**src/hw/rtl/rc4_pkg.sv**
```systemverilog
// Shared types and constants for the RC4 stream cipher unit.
`timescale 1ns / 1ps

package rc4_pkg;

    // Permutation and byte geometry
    localparam int PERM_SIZE = 256;
    localparam int PERM_AW   = $clog2(PERM_SIZE);
    localparam int BYTE_W    = 8;

    // Key registers
    localparam int KEY_W             = 64;
    localparam int KEY_LEN_W         = 5;
    localparam int KEY_BYTES_TOTAL   = 16;
    localparam int KIDX_W            = $clog2(KEY_BYTES_TOTAL);
    localparam int MAX_KEY_BYTES_DEF = 16;
    localparam logic [KEY_LEN_W-1:0] KEY_LEN_RESET = KEY_LEN_W'(16);

    // Configuration channel
    localparam int CFG_IDX_W = 2;

    typedef enum logic [CFG_IDX_W-1:0] {
        REG_KEY_LOW    = 2'd0,
        REG_KEY_HIGH   = 2'd1,
        REG_KEY_LENGTH = 2'd2
    } t_cfg_reg;

    // Input actions
    typedef enum logic {
        ACT_KEY_SCHED = 1'b0,
        ACT_DATA      = 1'b1
    } t_action;

    // Sequencer states
    typedef enum logic [3:0] {
        ST_IDLE,
        ST_INIT,
        ST_KS_RD_I,
        ST_KS_RD_J,
        ST_KS_SWAP,
        ST_KS_WR,
        ST_D_RD_J,
        ST_D_SWAP,
        ST_D_WR,
        ST_D_OUT
    } t_state;

endpackage

```
**src/hw/rtl/rc4_if.sv**
```systemverilog
// Channel interfaces of the RC4 stream cipher unit: input, result and configuration.
`timescale 1ns / 1ps

interface rc4_in_if;
    import rc4_pkg::*;

    logic              valid;
    logic              ready;
    logic              action;
    logic [BYTE_W-1:0] data_byte;

    modport source (output valid, output action, output data_byte, input ready);
    modport sink   (input valid, input action, input data_byte, output ready);
endinterface

interface rc4_out_if;
    import rc4_pkg::*;

    logic              valid;
    logic              ready;
    logic [BYTE_W-1:0] out_byte;
    logic              keyed;

    modport source (output valid, output out_byte, output keyed, input ready);
    modport sink   (input valid, input out_byte, input keyed, output ready);
endinterface

interface rc4_cfg_if;
    import rc4_pkg::*;

    logic                 valid;
    logic                 ready;
    logic [CFG_IDX_W-1:0] index;
    logic [KEY_W-1:0]     data;

    modport source (output valid, output index, output data, input ready);
    modport sink   (input valid, input index, input data, output ready);
endinterface

```
**src/hw/rtl/rc4_stream_cipher_unit.sv**
```systemverilog
// RC4 stream cipher unit: key schedule and keystream generator over one permutation RAM.
//
// Usage:
//   i_cfg  : register writes, always ready. Index 0 = key bytes 0..7, 1 = key bytes
//            8..15, 2 = key length (0 acts as 1, above MAX_KEY_BYTES saturates).
//            Write only while the unit is idle.
//   i_in   : action 0 runs the key schedule and clears i and j (no result);
//            action 1 encrypts or decrypts data_byte (one result).
//   o_out  : out_byte = data_byte ^ keystream, keyed = 1 once a schedule has run.
//            Before the first schedule the byte passes through with keyed = 0.
// Sequencing:
//   Key schedule: 256 fill writes, then a read/read/swap sequence per entry on the
//   single-port-read permutation RAM.
//   Data byte: the result is registered in ST_D_OUT after ST_D_RD_J, ST_D_SWAP and
//   ST_D_WR; an unkeyed byte goes straight to ST_D_OUT. The next item is accepted
//   only back in ST_IDLE, so a byte is not taken until the last one is delivered.
//   The four dependent RAM accesses per byte (S[i], S[j], swap, S[t]) limit the pace.
// Reset: indices cleared, keyed cleared, key length 16; RAM contents undefined.
// Stall: a result waits in the output register; the unit holds in its last
//   state until the register frees up, and ready stays low meanwhile.
`timescale 1ns / 1ps

module rc4_stream_cipher_unit #(
    parameter int MAX_KEY_BYTES = rc4_pkg::MAX_KEY_BYTES_DEF
) (
    input  logic      i_clk,
    input  logic      i_rst_n,
    rc4_cfg_if.sink   i_cfg,
    rc4_in_if.sink    i_in,
    rc4_out_if.source o_out
);
    import rc4_pkg::*;

    // Configuration registers
    logic [KEY_W-1:0]     r_key_low;
    logic [KEY_W-1:0]     r_key_high;
    logic [KEY_LEN_W-1:0] r_key_len;

    // Sequencer and cipher state
    t_state              r_state, n_state;
    logic [PERM_AW-1:0]  r_n, n_n;
    logic [KIDX_W-1:0]   r_kidx, n_kidx;
    logic [BYTE_W-1:0]   r_i, n_i;
    logic [BYTE_W-1:0]   r_j, n_j;
    logic                r_keyed, n_keyed;
    logic [BYTE_W-1:0]   r_si, n_si;
    logic [BYTE_W-1:0]   r_sj, n_sj;
    logic [BYTE_W-1:0]   r_t, n_t;
    logic                r_byp, n_byp;
    logic [BYTE_W-1:0]   r_data, n_data;

    // Output register
    logic                r_out_valid, n_out_valid;
    logic [BYTE_W-1:0]   r_out_byte, n_out_byte;
    logic                r_out_keyed, n_out_keyed;

    // Permutation RAM
    logic [BYTE_W-1:0]   r_perm [PERM_SIZE];
    logic [BYTE_W-1:0]   r_rdata;
    logic                mem_we;
    logic [PERM_AW-1:0]  mem_waddr;
    logic [BYTE_W-1:0]   mem_wdata;
    logic [PERM_AW-1:0]  mem_raddr;

    logic                  in_ready;
    logic                  in_fire;
    logic                  out_load;
    logic [KEY_LEN_W-1:0]  klen_eff;
    logic [KIDX_W-1:0]     klen_last;
    logic [2*KEY_W-1:0]    key_all;
    logic [BYTE_W-1:0]     key_byte;
    logic [BYTE_W-1:0]     ks_byte;

    assign i_cfg.ready    = 1'b1;
    assign in_ready       = (r_state == ST_IDLE);
    assign i_in.ready     = in_ready;
    assign in_fire        = i_in.valid & in_ready;
    assign o_out.valid    = r_out_valid;
    assign o_out.out_byte = r_out_byte;
    assign o_out.keyed    = r_out_keyed;

    // Configuration writes; unknown index is dropped
    always_ff @(posedge i_clk) begin
        if (!i_rst_n) begin
            r_key_low  <= '0;
            r_key_high <= '0;
            r_key_len  <= KEY_LEN_RESET;
        end else if (i_cfg.valid) begin
            case (t_cfg_reg'(i_cfg.index))
                REG_KEY_LOW:    r_key_low  <= i_cfg.data;
                REG_KEY_HIGH:   r_key_high <= i_cfg.data;
                REG_KEY_LENGTH: r_key_len  <= i_cfg.data[KEY_LEN_W-1:0];
                default: ;
            endcase
        end
    end

    // Effective key length and current key byte
    always_comb begin
        klen_eff = r_key_len;
        if (r_key_len == '0) begin
            klen_eff = KEY_LEN_W'(1);
        end else if (r_key_len > KEY_LEN_W'(MAX_KEY_BYTES)) begin
            klen_eff = KEY_LEN_W'(MAX_KEY_BYTES);
        end
    end

    assign klen_last = KIDX_W'(klen_eff - KEY_LEN_W'(1));
    assign key_all   = {r_key_high, r_key_low};
    assign key_byte  = key_all[{r_kidx, 3'b000} +: BYTE_W];

    // Keystream byte; S[t] read collides with the S[i] write when t == i
    always_comb begin
        if (!r_keyed) begin
            ks_byte = '0;
        end else if (r_byp) begin
            ks_byte = r_sj;
        end else begin
            ks_byte = r_rdata;
        end
    end

    // Permutation RAM: one write and one registered read per cycle
    always_ff @(posedge i_clk) begin
        if (mem_we) begin
            r_perm[mem_waddr] <= mem_wdata;
        end
        r_rdata <= r_perm[mem_raddr];
    end

    // State and control registers
    always_ff @(posedge i_clk) begin
        if (!i_rst_n) begin
            r_state     <= ST_IDLE;
            r_n         <= '0;
            r_kidx      <= '0;
            r_i         <= '0;
            r_j         <= '0;
            r_keyed     <= 1'b0;
            r_out_valid <= 1'b0;
        end else begin
            r_state     <= n_state;
            r_n         <= n_n;
            r_kidx      <= n_kidx;
            r_i         <= n_i;
            r_j         <= n_j;
            r_keyed     <= n_keyed;
            r_out_valid <= n_out_valid;
        end
    end

    // Payload registers
    always_ff @(posedge i_clk) begin
        r_si        <= n_si;
        r_sj        <= n_sj;
        r_t         <= n_t;
        r_byp       <= n_byp;
        r_data      <= n_data;
        r_out_byte  <= n_out_byte;
        r_out_keyed <= n_out_keyed;
    end

    // Sequencer: next state, RAM control and datapath
    always_comb begin
        n_state     = r_state;
        n_n         = r_n;
        n_kidx      = r_kidx;
        n_i         = r_i;
        n_j         = r_j;
        n_keyed     = r_keyed;
        n_si        = r_si;
        n_sj        = r_sj;
        n_t         = r_t;
        n_byp       = r_byp;
        n_data      = r_data;
        n_out_byte  = r_out_byte;
        n_out_keyed = r_out_keyed;
        n_out_valid = r_out_valid & ~o_out.ready;
        out_load    = 1'b0;
        mem_we      = 1'b0;
        mem_waddr   = r_n;
        mem_wdata   = r_n;
        mem_raddr   = r_t;

        case (r_state)
            ST_IDLE: begin
                // read S[i+1] ahead so a data item starts at once
                mem_raddr = r_i + BYTE_W'(1);
                if (in_fire) begin
                    n_data = i_in.data_byte;
                    if (t_action'(i_in.action) == ACT_KEY_SCHED) begin
                        n_n     = '0;
                        n_kidx  = '0;
                        n_j     = '0;
                        n_state = ST_INIT;
                    end else if (r_keyed) begin
                        n_i     = r_i + BYTE_W'(1);
                        n_state = ST_D_RD_J;
                    end else begin
                        n_state = ST_D_OUT;
                    end
                end
            end

            // identity fill
            ST_INIT: begin
                mem_we    = 1'b1;
                mem_waddr = r_n;
                mem_wdata = r_n;
                n_n       = r_n + PERM_AW'(1);
                if (r_n == PERM_AW'(PERM_SIZE - 1)) begin
                    n_state = ST_KS_RD_I;
                end
            end

            ST_KS_RD_I: begin
                mem_raddr = r_n;
                n_state   = ST_KS_RD_J;
            end

            // j += S[n] + key[n mod len]
            ST_KS_RD_J: begin
                n_si      = r_rdata;
                n_j       = r_j + r_rdata + key_byte;
                mem_raddr = n_j;
                n_state   = ST_KS_SWAP;
            end

            ST_KS_SWAP: begin
                n_sj      = r_rdata;
                mem_we    = 1'b1;
                mem_waddr = r_j;
                mem_wdata = r_si;
                n_state   = ST_KS_WR;
            end

            // finish swap, fetch next S[n]
            ST_KS_WR: begin
                mem_we    = 1'b1;
                mem_waddr = r_n;
                mem_wdata = r_sj;
                mem_raddr = r_n + PERM_AW'(1);
                n_n       = r_n + PERM_AW'(1);
                n_kidx    = (r_kidx == klen_last) ? '0 : r_kidx + KIDX_W'(1);
                if (r_n == PERM_AW'(PERM_SIZE - 1)) begin
                    n_i     = '0;
                    n_j     = '0;
                    n_keyed = 1'b1;
                    n_state = ST_IDLE;
                end else begin
                    n_state = ST_KS_RD_J;
                end
            end

            // j += S[i]
            ST_D_RD_J: begin
                n_si      = r_rdata;
                n_j       = r_j + r_rdata;
                mem_raddr = n_j;
                n_state   = ST_D_SWAP;
            end

            ST_D_SWAP: begin
                n_sj      = r_rdata;
                mem_we    = 1'b1;
                mem_waddr = r_j;
                mem_wdata = r_si;
                n_state   = ST_D_WR;
            end

            // finish swap, fetch keystream byte S[S[i] + S[j]]
            ST_D_WR: begin
                mem_we    = 1'b1;
                mem_waddr = r_i;
                mem_wdata = r_sj;
                n_t       = r_si + r_sj;
                n_byp     = (n_t == r_i);
                mem_raddr = n_t;
                n_state   = ST_D_OUT;
            end

            // deliver once the output register is free
            ST_D_OUT: begin
                mem_raddr = r_t;
                if (!r_out_valid || o_out.ready) begin
                    out_load    = 1'b1;
                    n_out_valid = 1'b1;
                    n_out_byte  = r_data ^ ks_byte;
                    n_out_keyed = r_keyed;
                    n_state     = ST_IDLE;
                end
            end

            default: begin
                n_state = ST_IDLE;
            end
        endcase
    end

    // Assertions
    a_ks_end: assert property (@(posedge i_clk) disable iff (!i_rst_n)
        (r_state == ST_KS_WR && r_n == PERM_AW'(PERM_SIZE - 1))
        |=> (r_keyed && r_i == '0 && r_j == '0 && r_state == ST_IDLE))
        else $error("key schedule end did not leave unit keyed with cleared indices");

    a_idle_no_write: assert property (@(posedge i_clk) disable iff (!i_rst_n)
        (r_state == ST_IDLE) |-> !mem_we)
        else $error("permutation written while idle");

    a_keyed_sticky: assert property (@(posedge i_clk) disable iff (!i_rst_n)
        r_keyed |=> r_keyed)
        else $error("keyed flag dropped without reset");

    a_pass_through: assert property (@(posedge i_clk) disable iff (!i_rst_n)
        (out_load && !r_keyed)
        |=> (r_out_byte == $past(r_data) && !r_out_keyed && r_out_valid))
        else $error("unkeyed byte not passed through unchanged");

endmodule

```
**src/flat_wrapper.sv**
```systemverilog
// flat-port wrapper written by rule: the top's interface ports become plain ports
module rc4_stream_cipher_unit_flat import rc4_pkg::*;
#(
    parameter int MAX_KEY_BYTES = rc4_pkg::MAX_KEY_BYTES_DEF
)
  (i_clk, i_rst_n, i_cfg_valid, i_cfg_index, i_cfg_data, i_cfg_ready, i_in_valid, i_in_action, i_in_data_byte, i_in_ready, o_out_valid, o_out_out_byte, o_out_keyed, o_out_ready);
  rc4_cfg_if i_cfg_i ();
  rc4_in_if i_in_i ();
  rc4_out_if o_out_i ();
  input  logic i_clk;
  input  logic i_rst_n;
  input wire logic [$bits(i_cfg_i.valid)-1:0] i_cfg_valid;
  input wire logic [$bits(i_cfg_i.index)-1:0] i_cfg_index;
  input wire logic [$bits(i_cfg_i.data)-1:0] i_cfg_data;
  output wire logic [$bits(i_cfg_i.ready)-1:0] i_cfg_ready;
  input wire logic [$bits(i_in_i.valid)-1:0] i_in_valid;
  input wire logic [$bits(i_in_i.action)-1:0] i_in_action;
  input wire logic [$bits(i_in_i.data_byte)-1:0] i_in_data_byte;
  output wire logic [$bits(i_in_i.ready)-1:0] i_in_ready;
  output wire logic [$bits(o_out_i.valid)-1:0] o_out_valid;
  output wire logic [$bits(o_out_i.out_byte)-1:0] o_out_out_byte;
  output wire logic [$bits(o_out_i.keyed)-1:0] o_out_keyed;
  input wire logic [$bits(o_out_i.ready)-1:0] o_out_ready;
  assign i_cfg_i.valid = i_cfg_valid;
  assign i_cfg_i.index = i_cfg_index;
  assign i_cfg_i.data = i_cfg_data;
  assign i_cfg_ready = i_cfg_i.ready;
  assign i_in_i.valid = i_in_valid;
  assign i_in_i.action = i_in_action;
  assign i_in_i.data_byte = i_in_data_byte;
  assign i_in_ready = i_in_i.ready;
  assign o_out_valid = o_out_i.valid;
  assign o_out_out_byte = o_out_i.out_byte;
  assign o_out_keyed = o_out_i.keyed;
  assign o_out_i.ready = o_out_ready;
  rc4_stream_cipher_unit #(.MAX_KEY_BYTES(MAX_KEY_BYTES)) u_core (.i_clk(i_clk), .i_rst_n(i_rst_n), .i_cfg(i_cfg_i), .i_in(i_in_i), .o_out(o_out_i));
endmodule
```
**config.mk**
```make
export PLATFORM = sky130hd
export DESIGN_NAME = rc4_stream_cipher_unit_flat
export DESIGN_NICKNAME = d
export VERILOG_FILES = /design/src/hw/rtl/rc4_pkg.sv /design/src/hw/rtl/rc4_if.sv /design/src/hw/rtl/rc4_stream_cipher_unit.sv /design/src/flat_wrapper.sv
export SDC_FILE = /design/constraint.sdc
export NUM_CORES = 2
export LEC_CHECK = 0
export BUFFER_PORTS_ARGS = -buffer_cell sky130_fd_sc_hd__buf_2
export CAP_MARGIN = 20
export CORE_UTILIZATION = 50
export CTS_CLUSTER_DIAMETER = 200
export DETAILED_ROUTE_END_ITERATION = 10
export PLACE_DENSITY_LB_ADDON = 0.12
export SYNTH_ARGS = -nofsm -noshare
export SYNTH_HDL_FRONTEND = slang
export SYNTH_SLANG_ARGS = --single-unit
```
**constraint.sdc**
```tcl
create_clock -name i_clk -period 5.95 [get_ports i_clk]
set_clock_uncertainty 0.05 [all_clocks]
set_input_delay 1.19 -clock i_clk [delete_from_list [all_inputs] [get_ports i_clk]]
set_output_delay 1.19 -clock i_clk [all_outputs]
set_load 0.01 [all_outputs]
```
; ---- Yosys cells after proc, flatten, opt, wreduce, memory -nomap -nowiden
; Memory sizes are Yosys's and may differ from the RTL's. A register that Yosys moved wholly into a read port is not among the register bits.
; Cells that the tools add are included.
[op_classes]
shifts = 1
n_eq_ne = 21
reduce_logical = 24
bitwise_logic = 4
mux = 32
order_cmp = 1
add_sub_neg = 7
[op_table]
columns = cell, count
row1 = indexed part select 128 x 8 -> 8 bit, 1
row2 = two-way mux 8 bit, 8
row3 = case mux 8 bit (2 select lines), 4
row4 = case mux 8 bit (6 select lines), 1
row5 = two-way mux 4 bit, 10
row6 = case mux 4 bit (10 select lines), 1
row7 = case mux 8 bit (4 select lines), 1
row8 = adder 8 bit, 3
row9 = adder 8 x 1 -> 8 bit (second input constant), 2
row10 = equality test 4 x 3 -> 1 bit (second input constant), 4
row11 = AND reduction 2 bit, 6
row12 = AND reduction 3 bit, 3
row13 = equality test 4 x 2 -> 1 bit (second input constant), 2
row14 = equality test 4 bit (second input constant), 2
row15 = equality test 8 bit, 1
row16 = equality test 8 bit (second input constant), 1
row17 = inequality test 2 x 1 -> 1 bit (second input constant), 4
row18 = case mux 4 bit (2 select lines), 1
row19 = OR reduction 2 bit, 4
row20 = bitwise XOR 8 bit, 1
row21 = inequality test 2 bit (second input constant), 3
row22 = > comparator 5 bit (second input constant), 1
row23 = zero test 5 bit, 1
row24 = two-way mux 1 bit, 5
row25 = other kinds (18), 20
[word_totals]
out_inout_bits = 12
regBits = 209
wordCells = 108
n_memories = 1
in_bits = 80
ram_bits = 2048
[mem_list]
columns = name, words, word_bits, read_ports, rd_ports_with_merged_regs, wr, line
row1 = u_core.r_perm, 256, 8, 1, 1, 1, rc4_stream_cipher_unit.sv:58  ; logic [BYTE_W-1:0] r_perm [PERM_SIZE];

; ---- Depth between registers and ports, before layout
[depth]
depth_word = 7
depth_mapped = 22
depth_no_buf = 17

; ---- Least setup slack after synthesis
; No wires, ideal clock.
[synth_timing]
kind = register to register
start = register u_core.r_state[1]
end = memory u_core.r_perm[0][0], data pin
setup_time_ns = 0.820
arrival_time_ns = 5.121
path_buffers = 4
path_stages_with_launch = 9
slack_ns = -0.041
t_required_ns = 5.080
synth_period_minus_slack_ns = 5.991
cell_sequence = dfxtp_1 -> buf_4 -> buf_6 -> clkbuf_1 -> nor2_1 -> nor3_2 -> clkbuf_1 -> a22oi_1 -> nand2_1
[synth_via]
elab_chain_cells = 3
word_cells_on_any_way = 7
cone_classes = 4 x eq/ne / 1 x mux / 2 x reduce/logical
[synth_lines]
columns = item, line
row1 = from (decl), rc4_stream_cipher_unit.sv:40  ; t_state r_state, n_state;
row2 = from (signal assigned), rc4_stream_cipher_unit.sv:142  ; r_state <= n_state;
row3 = equality test 4 bit / equality test 4 x 3 -> 1 bit (equally long branches), rc4_stream_cipher_unit.sv:185  ; case (r_state)
row4 = OR reduction 2 bit (no line), n/a
row5 = case mux 8 bit (2 select lines) (*), rc4_stream_cipher_unit.sv:185
row6 = net u_core.mem_wdata[0], rc4_stream_cipher_unit.sv:62  ; logic [BYTE_W-1:0] mem_wdata;
row7 = to (decl), rc4_stream_cipher_unit.sv:58
; Mark *: on every way through the listed nets, which the timed path passes. The rest lies on a longest branch.

; ---- Final worst setup path
[layout_timing]
start = register u_core.r_kidx[0]
end = register u_core.r_rdata[3] (read register of u_core.r_perm)
[layout_via]
elab_chain_cells = 3
[layout_lines]
columns = item, line
row1 = from (decl), rc4_stream_cipher_unit.sv:42  ; logic [KIDX_W-1:0] r_kidx, n_kidx;
row2 = from (signal assigned), rc4_stream_cipher_unit.sv:144  ; r_kidx <= n_kidx;
row3 = indexed part select 128 x 8 -> 8 bit, rc4_stream_cipher_unit.sv:110  ; assign key_byte = key_all[{r_kidx, 3'b000} +: BYTE_W];
row4 = adder 8 bit, rc4_stream_cipher_unit.sv:224  ; n_j = r_j + r_rdata + key_byte;
row5 = case mux 8 bit (6 select lines), rc4_stream_cipher_unit.sv:185
row6 = to (decl), rc4_stream_cipher_unit.sv:59  ; logic [BYTE_W-1:0] r_rdata;
; Every way passes these cells.
; A chain may end at the register's enable or synchronous reset.

==> metrics.txt <==
status finished, final reports clean; DRT Wirelength 311,100 µm; max-cap check violation count 0; Endpoint, Worst Hold u_core.r_key_high[53]$_SDFFE_PN0P_; Worst Setup Slack, final 0.05813 ns; hold_buf cts 0; number of fill cells in the layout 14,470; hold path cells 2; port bufs 90; post-route ant nets 0; YS warnings 0; #FFs+latches synth 2,265; Slew Limit Fails 0; share of layout cells above drive strength 1 17.26%; register area 0.06627 mm²; Root Driver clkbuf_16; die height 433.3 µm; slowest CP cell buf_4; cell area after synthesis 0.09303 mm²; path depth of the worst reg2reg path 15; syn nets 6,966; Rel. slew slack 16.67%; Core Box Area 0.1839 mm²; Synth Instances 6,858; initial antenna violation count 14; Final Hold Fails 0; Site Rows 157; Setup violations, final 0; Synth area leaders edfxtp_1, nand2_1, dfxtp_1, mux4_2, nand3_1; synthesis-to-finish area growth 15.82%; clk_lat worst skew 0.86 ns; total CTS buffers 227; P_leak 37.07 nW; number of global-route vias before repair 59,390; Hold WC Path Type reg -> reg; reg2reg end u_core.r_rdata[3]$_DFF_P_; clk sink count 2,265; routed vias/inst 6.316; Largest stage delay, worst path 0.69 ns; Multi-input gate area 0.02474 mm²; Initial Utilization 50.59%; cell accounting for the most synthesized area edfxtp_1; DR pass1 iterations 6; FFs w/ async S/R, synth 0%; Worst EP arrival 6.58 ns; most frequent cell after synthesis edfxtp_1; # nets final 7,465; Reg clk slew, reported paths 0.06 ns; full die area 0.1878 mm²; Ports 92; via count 63,370; critical path fanouts, max 34; Hold Path Origin u_core.r_key_high[53]$_SDFFE_PN0P_; Tcrit/Tclk final 99.02%; synthesized area per cell 13.56 µm²; Total GRT Usage 32.79%; detailed placement HPWL 200,600 µm; grt ovf 0; Tmin final 5.892 ns; crit path cell chain buf_12, mux4_2, mux4_2, ha_1, nand2b_1, a32o_1, o41ai_4, buf_4, nor2_1, buf_4, a22oi_1, a31oi_1, o21ai_0, and3_1, o22ai_1; global-route wire length before repair 438,900 µm; clock tree buffer depth 3; Synth Flop Type edfxtp_1; TritonCTS clock tree yes; Crit path max-delay family compound AO/OA/AOI/OAI gates; H-tree depth 4; Synth top area share 67.46%; fmax 169.7 MHz; kind of critical path reg -> reg; Buf+Inv Stages, Crit Path 3; initial drt markers 9,334; internal reg-to-reg setup slack 0.06 ns; FF-to-FF Start u_core.r_kidx[0]$_SDFFE_PN0P_; EDFF count, synth 2,090; synth cell count leaders edfxtp_1, nand2_1, nor2_1; pwr/cell area 639.1 mW/mm²; final core occ 58.60%; pin count of the biggest net entering global routing 122; worst vdd ir 0.8257 mV; pre-CTS setup slack -0.3797 ns; Cell variety after synth 105; Seq/Total Area, Yosys 71.23%; routability cong. 0.9903; RSZ-0062 raised after global routing no; Worst EP required 6.63 ns; DRC 0; crit end category flip-flop; Routed WL per cell 31.01 µm; startpoint types flip-flop; Slew @ Worst Pin 1.249 ns; Die Width 433.3 µm
==> worst max path at each step <==
stage	to	from	slack, ns	depth (start not counted)
after global placement	u_core.r_rdata[2]$_DFF_P_	u_core.r_kidx[0]$_SDFFE_PN0P_	-0.40	18
final	u_core.r_rdata[3]$_DFF_P_	u_core.r_kidx[0]$_SDFFE_PN0P_	0.06	15
after detailed placement	u_core.r_rdata[2]$_DFF_P_	u_core.r_kidx[0]$_SDFFE_PN0P_	-0.38	18
after floorplan	u_core.r_rdata[1]$_DFF_P_	u_core.r_kidx[0]$_SDFFE_PN0P_	0.58	18
after global routing	u_core.r_rdata[4]$_DFF_P_	u_core.r_kidx[0]$_SDFFE_PN0P_	0.04	18
after CTS	u_core.r_rdata[2]$_DFF_P_	u_core.r_kidx[0]$_SDFFE_PN0P_	0.007	20
==> power by group <==
group	internal, W	switching (W)	leakage, nW
Combinational	0.0115	0.0243	13.0
Sequential	0.0191	0.000247	20.6
Clock	0.00768	0.00611	3.43
==> repair_timing <==
item	4_1_cts	5_1_grt
gates cloned	0	3
setup endpoints to repair	8	8
pin swaps	1	5
hold endpoints to repair	0	0
buffers inserted	2	17
resized for setup	23	28
==> registers in the layout, summed over array words and instances, names as in the netlist <==
signal and flops:
u_core.r_perm 2048, u_core.r_key_high 64, u_core.r_key_low 64, u_core.o_out.out_byte 8, u_core.r_data 8, u_core.r_i 8, u_core.r_j 8, u_core.r_n 8
u_core.r_rdata 8, u_core.r_si 8, u_core.r_sj 8, u_core.r_t 8, u_core.r_key_len 5, u_core.r_kidx 4, u_core.r_state 4, u_core.o_out.keyed 1
u_core.o_out.valid 1, u_core.r_byp 1, u_core.r_keyed 1
==> routing by layer <==
metal / share of wire, % / up-vias / global-route usage (%)
li1: - / 26930 / -
met1: 40 / 31840 / 46.60
met2: 44 / 3899 / 48.47
met3: 12 / 674 / 8.253
met4: 4.4 / 24 / 12.94
met5: 0.064 / - / 0
==> logic make-up after synthesis <==
logic type	Yosys count	synth area share, %
AOI/OAI and AO/OA	1063	7.997
xor gates and xnor gates	38	0.3726
adders and majority gates	28	0.4008
buffers and inverters	499	2.716
DFF	2265	71.23
muxes	252	4.769
other	1	0.004031
and+or+nand+nor	2712	12.51
==> metrics by stage <==
stage / area (µm²) / hold slack [ns] / TNS, ns / power, W / cells
floorplan: 93050 / 0.3786 / 0 / 0.03713 / 6858
global placement: 100100 / 0.3899 / -1.522 / 0.05333 / 9569
detailed placement: 100100 / 0.3949 / -1.693 / 0.05339 / 9569
CTS: 107300 / 0.4042 / 0 / 0.06730 / 9997
global route: 107700 / 0.4148 / 0 / 0.07048 / 10020
finish: 107700 / 0.4044 / 0 / 0.06885 / 10030
==> layout by cell type (no fill, tap or decap), types with 16 or more instances in the layout <==
master | Yosys | routed
dfxtp_1 | 175 | 173
and3_1 | 207 | 207
xnor2_1 | 21 | 21
xor2_1 | 16 | 16
buf_2 | 190 | 90
clkbuf_1 | 177 | 72
nor2_1 | 369 | 361
a211oi_1 | 142 | 138
edfxtp_1 | 2090 | 2090
a221oi_1 | 27 | 26
mux2i_1 | 90 | 87
nand3_1 | 360 | 360
clkinv_1 | 0 | 58
clkbuf_16 | 0 | 236
buf_12 | 2 | 75
a22oi_1 | 36 | 36
a32oi_1 | 43 | 42
nor3_1 | 33 | 32
buf_4 | 63 | 579
o22ai_1 | 35 | 35
clkinv_2 | 0 | 34
nand2_1 | 1630 | 1622
mux4_2 | 152 | 152
a31oi_1 | 155 | 148
o21ai_0 | 57 | 55
inv_1 | 17 | 16
a311oi_1 | 140 | 135
a21oi_1 | 271 | 268
ha_1 | 25 | 25
o211ai_1 | 16 | 16
==> final cells by class <==
| cell class | count | area share, % |
|---|---|---|
| Sequential cell | 2265 | 61.51 |
| Multi-Input combinational cell | 4094 | 22.96 |
| Timing Repair Buffer | 752 | 6.032 |
| Clock buffer | 308 | 5.701 |
| Tap cell | 2464 | 2.861 |
| Clock inverter | 118 | 0.8454 |
| Inverter | 17 | 0.06155 |
| Antenna cell | 14 | 0.03252 |
==> worst reg2reg max path: cells and delay by family, from the launching register on <==
| kind | cells | cell delay, ns |
|---|---|---|
| buffers and inverters | 3 | 1.16 |
| muxes | 2 | 1.03 |
| DFF | 1 | 0.42 |
| adders and majority gates | 1 | 0.35 |
| and+or+nand+nor | 3 | 0.88 |
| AOI/OAI and AO/OA | 6 | 1.90 |
Power figures use the tool's default switching activity.
